===== config.mk =====
export PLATFORM = sky130hd
export DESIGN_NAME = sla_div_cell
export DESIGN_NICKNAME = d
export VERILOG_FILES = /design/src/sla_pkg.sv /design/src/sla_div_cell.sv
export SDC_FILE = /design/constraint.sdc
export NUM_CORES = 1
export LEC_CHECK = 0
export BUFFER_PORTS_ARGS = -buffer_cell sky130_fd_sc_hd__buf_2
export CAP_MARGIN = 10
export CORE_AREA = 2 2 307 309
export CTS_BUF_LIST = sky130_fd_sc_hd__clkbuf_2
export CTS_CLUSTER_DIAMETER = 30
export CTS_CLUSTER_SIZE = 25
export DETAILED_ROUTE_END_ITERATION = 16
export DIE_AREA = 0 0 309 311
export GPL_ROUTABILITY_DRIVEN = 0
export GPL_TIMING_DRIVEN = 1
export PLACE_DENSITY_LB_ADDON = 0.15
export SLEW_MARGIN = 20
export SYNTH_ARGS = -nofsm -noshare
export SYNTH_HDL_FRONTEND = slang
export SYNTH_SLANG_ARGS = --single-unit

===== constraint.sdc =====
create_clock -name clk -period 10.1 [get_ports clk]
set_input_delay 1.515 -clock clk [delete_from_list [all_inputs] [get_ports clk]]
set_output_delay 1.515 -clock clk [all_outputs]
set_load 0.02 [all_outputs]

===== src/sla_pkg.sv =====
package sla_pkg;

    localparam int DivSteps = 64;

    typedef enum logic [4:0] {
        ACT_MOV    = 5'd0,
        ACT_ADD    = 5'd1,
        ACT_SUB    = 5'd2,
        ACT_MUL    = 5'd3,
        ACT_DIV    = 5'd4,
        ACT_REM    = 5'd5,
        ACT_AND    = 5'd6,
        ACT_OR     = 5'd7,
        ACT_XOR    = 5'd8,
        ACT_SHL    = 5'd9,
        ACT_SHR    = 5'd10,
        ACT_MIN    = 5'd11,
        ACT_MAX    = 5'd12,
        ACT_ADDF32 = 5'd13,
        ACT_FMA    = 5'd14,
        ACT_SELECT = 5'd15,
        ACT_CMPLT  = 5'd16,
        ACT_CMPEQ  = 5'd17,
        ACT_CMPGE  = 5'd18,
        ACT_CMPGT  = 5'd19
    } action_t;

    typedef struct packed {
        logic [4:0]  action;
        logic        active;
        logic        sel;
        logic [63:0] a;
        logic [63:0] b;
        logic [63:0] c;
        logic [63:0] rem;
        logic [63:0] quo;
        logic [63:0] dvs;
        logic        qneg;
        logic        rneg;
    } div_t;

    function automatic logic [63:0] abs64(input logic [63:0] v);
        abs64 = v[63] ? (~v + 64'd1) : v;
    endfunction

endpackage


===== src/sla_div_cell.sv =====
module sla_div_cell (
    input  logic          clk,
    input  logic          rst_n,
    input  logic          in_valid,
    input  sla_pkg::div_t in_item,
    output logic          in_ready,
    output logic          out_valid,
    output sla_pkg::div_t out_item,
    input  logic          out_ready
);

    logic          valid_reg;
    sla_pkg::div_t item_reg;
    sla_pkg::div_t item_next;
    logic [63:0]   rem_shift;
    logic [63:0]   quo_shift;

    assign in_ready  = !valid_reg || out_ready;
    assign out_valid = valid_reg;
    assign out_item  = item_reg;

    // one restoring step: shift in the next dividend bit, subtract when it fits
    always_comb
    begin
        item_next = in_item;
        rem_shift = {in_item.rem[62:0], in_item.quo[63]};
        quo_shift = {in_item.quo[62:0], 1'b0};
        if (rem_shift >= in_item.dvs)
        begin
            item_next.rem = rem_shift - in_item.dvs;
            item_next.quo = quo_shift | 64'd1;
        end
        else
        begin
            item_next.rem = rem_shift;
            item_next.quo = quo_shift;
        end
    end

    always_ff @(posedge clk or negedge rst_n)
    begin
        if (!rst_n)
        begin
            valid_reg <= 1'b0;
        end
        else if (in_ready)
        begin
            valid_reg <= in_valid;
        end
    end

    always_ff @(posedge clk)
    begin
        if (in_ready && in_valid)
        begin
            item_reg <= item_next;
        end
    end

endmodule


==> impl_results.md <==
- TNS Setup: 0 ps
- Number of search-and-repair iterations in the first detailed-routing pass: 5
- Full die area: 96100 um2
- Hold Fails Final Rpt: 0
- Area added between synthesis and finish: 43.8%
- Unrepaired setup endpoints after global routing: false
- Fraction of the cycle the final worst path needs: 45.2%
- Die width: 309 um
- Register-to-Register Setup Slack: 7480 ps
- Clock-pin slew on the worst setup and hold paths: 140 ps
- Tightest Pin Transition: 1030 ps
- Placeable core region: 92800 um2
- Async set-reset flop share out of synthesis: 0.254%
- Per-instance average area after synthesis: 13.9 um2
- Max IR drop VDD: 0.119 mV
- Detailed Place HPWL: 62.4 mm
- Clock tree from TritonCTS: built
- Via count of the first global-routing pass: 14100
- Post-synth top cells: sky130_fd_sc_hd__edfxtp_1, sky130_fd_sc_hd__a21oi_1, sky130_fd_sc_hd__nor2_1, sky130_fd_sc_hd__nand2_1, sky130_fd_sc_hd__inv_1
- Detailed Route WL: 77.2 mm
- Critical-path maximum fanout: 60
- Design Area, Final: 24000 um2
- Synth Flop Type: sky130_fd_sc_hd__edfxtp_1
- Startpoint type of the worst setup path: input pin
- Cell chosen for the clock root: sky130_fd_sc_hd__clkbuf_2
- Cell Rows: 112
- Initial core utilization: 18.0%
- Post-synthesis net count: 1667
- Number of instances in the synthesized netlist: 1205
- Maximum number of pins on one net before global-route repair: 174
- Most used standard cell by instance count after synthesis: sky130_fd_sc_hd__edfxtp_1
- Cts hold-fix bufs: 1
- Post-DP Area: 22100 um2
- Max Root-Sink Buffers: 3
- Worst hold-check path type: input pin to flop
- Height of the die: 311 um
- Number of enable-type register cells in the synthesized netlist: 393
- Flops & latches, synth: 394
- CP required: 11150 ps
- Antenna violations before repair: 57
- Crit path kind: input pin to flop
- Postcts setup bufs: 0
- Routed len/inst: 22.3 um
- Result of the run: finished clean
- Number of distinct standard cells referenced by the synthesized netlist: 63
- Skew-Pair Late Insertion Delay: 1250 ps
- Netlist area before placement: 16700 um2
- Number of maximum-capacitance violations: 0
- Fillers: 10100
- DRC marker count from the first detailed-route iteration: 776
- Grt total ovfl: 0
- Global-route usage over all layers: 15.4%
- Leading post-synthesis cells by cell area: sky130_fd_sc_hd__edfxtp_1, sky130_fd_sc_hd__ha_1, sky130_fd_sc_hd__a21oi_1
- Port buffer count: 790
- Warnings, synthesis: 0
- Setup Viol. Count Final: 0
- Routed via count: 13800
- Synth top area share: 70.6%
- Crit. End Element: flop
- Crit path time final: 4570 ps
- Worst slew margin relative to its limit: 31.2%
- Number of clock sinks: 394
- Seq/Total Area, Yosys: 70.8%
- Max Freq: 219 MHz
- Pwr dens: 195 nW/um2
- Clock Skews: 103 ps
- Final antenna-violating net count: 0
- Cell leakage power: 10.4 nW
- Clock buffers created by TritonCTS: 118
- Post-synthesis cell type with the largest combined area: sky130_fd_sc_hd__edfxtp_1
- Depth of the CTS H-tree: 3
- Layout cells sized above 1: 46.8%
- Max-slew violation total from the final report: 0
- Register cell area after layout: 11800 um2
- I/O Pins: 792
- Footprint of the multi-input gates: 4410 um2
- Wire length of the first global-routing pass: 105 mm
- Arrival time of the worst setup path: 5610 ps
- DRC violation count after routing: 0
- Number of nets in the layout: 2548
- Quantity of gates resized following cts: 0
- Drt via density: 3.99
==> cell type report <==
type	count	area share, %
Clock inverter	89	4.95
Antenna cell	12	0.125
Inverter	82	1.29
Timing Repair Buffer	799	16.8
Tap cell	1254	6.53
Sequential cell	394	49.2
Clock buffer	134	2.79
Multi-Input combinational cell	691	18.3
==> stage by stage <==
step	hold slack [ps]	worst slack, ps	utilization (%)	power, mW	std cells
2_1_floorplan	782	3020	-	2.43	1205
3_3_place_gp	570	4220	23.9	2.75	3219
6_report	371	5530	25.9	4.69	3455
3_5_place_dp	593	4190	23.9	2.75	3219
4_1_cts	98.5	5690	25.9	4.80	3443
5_1_grt	107	5460	25.9	4.94	3449
==> layout by cell type (no fill, tap or decap), drive strengths merged, types with 15 or more instances in the layout <==
| cell | synthesis | routed |
|---|---|---|
| a21o | 34 | 34 |
| a21oi | 132 | 132 |
| buf | 15 | 798 |
| bufinv | 0 | 27 |
| clkbuf | 23 | 134 |
| clkinv | 0 | 46 |
| edfxtp | 393 | 393 |
| ha | 64 | 64 |
| inv | 82 | 84 |
| nand2 | 87 | 87 |
| nand4 | 20 | 20 |
| nor2 | 98 | 98 |
| nor3 | 15 | 15 |
| o21ai | 58 | 58 |
| xnor2 | 29 | 29 |
| xor2 | 28 | 28 |
==> routing by layer <==
metal,vias to the layer above,routed length (um),global-route usage [%]
met3,192,8370,7.55
met1,6535,27600,16.1
met5,-,361,0
met4,52,2920,5.87
li1,6372,-,-
met2,644,37900,26.4
==> where the power goes <==
part | switching [mW] | total (mW) | internal [mW] | leakage, nW
sequential | 0.0251 | 1.95 | 1.93 | 3.75
combinational | 0.500 | 0.748 | 0.248 | 5.50
clock | 0.873 | 1.99 | 1.12 | 1.11
total | 1.40 | 4.69 | 3.30 | 10.4
==> sequential cells by signal, summed over array words and instances, names as in the netlist <==
| signal | flops |
|---|---|
| out_valid | 1 |
| out_item | 393 |
==> critical path, stage by stage <==
cell and delay, ps:
sky130_fd_sc_hd__buf_2 110, sky130_fd_sc_hd__inv_1 50, sky130_fd_sc_hd__ha_1 230, sky130_fd_sc_hd__fa_1 230, sky130_fd_sc_hd__nand2b_1 140, sky130_fd_sc_hd__a21oi_1 100
sky130_fd_sc_hd__o211ai_1 450, sky130_fd_sc_hd__nand2_1 290, sky130_fd_sc_hd__a31oi_1 450, sky130_fd_sc_hd__a211oi_1 210, sky130_fd_sc_hd__o2111a_2 340, sky130_fd_sc_hd__nor2_8 520
sky130_fd_sc_hd__clkinv_2 130, sky130_fd_sc_hd__buf_4 330, sky130_fd_sc_hd__o2111a_1 250, sky130_fd_sc_hd__nor3_2 210
==> path summary, 6_finish.rpt <==
check / from / end / cells past startpoint
setup / recovery: in_item[129] / out_item[189]$_DFFE_PP_ / 16
hold / removal: in_item[87] / out_item[88]$_DFFE_PP_ / 1
setup reg to reg: out_valid$_DFFE_PN0N_ / out_item[270]$_DFFE_PP_ / 3
hold reg to reg: out_valid$_DFFE_PN0N_ / out_valid$_DFFE_PN0N_ / 2
max in group asynchronous: rst_n / out_valid$_DFFE_PN0N_ / 2
min in group asynchronous: rst_n / out_valid$_DFFE_PN0N_ / 2
==> cell families (layout without fill, tap and decap cells) <==
logic type               Yosys count  after routing  share of synthesized area, %
other                              0             12                             0
adder cells (fa/ha/maj)           65             65                          4.91
XOR/XNOR                          57             57                          2.99
multiplexers                       3              3                         0.240
AO/OA/AOI/OAI                    292            292                          10.7
AND/OR/NAND/NOR                  274            274                          7.52
buffers and inverters            120           1104                          2.88
flip-flops                       394            394                          70.8
Power figures use the tool's default switching activity.
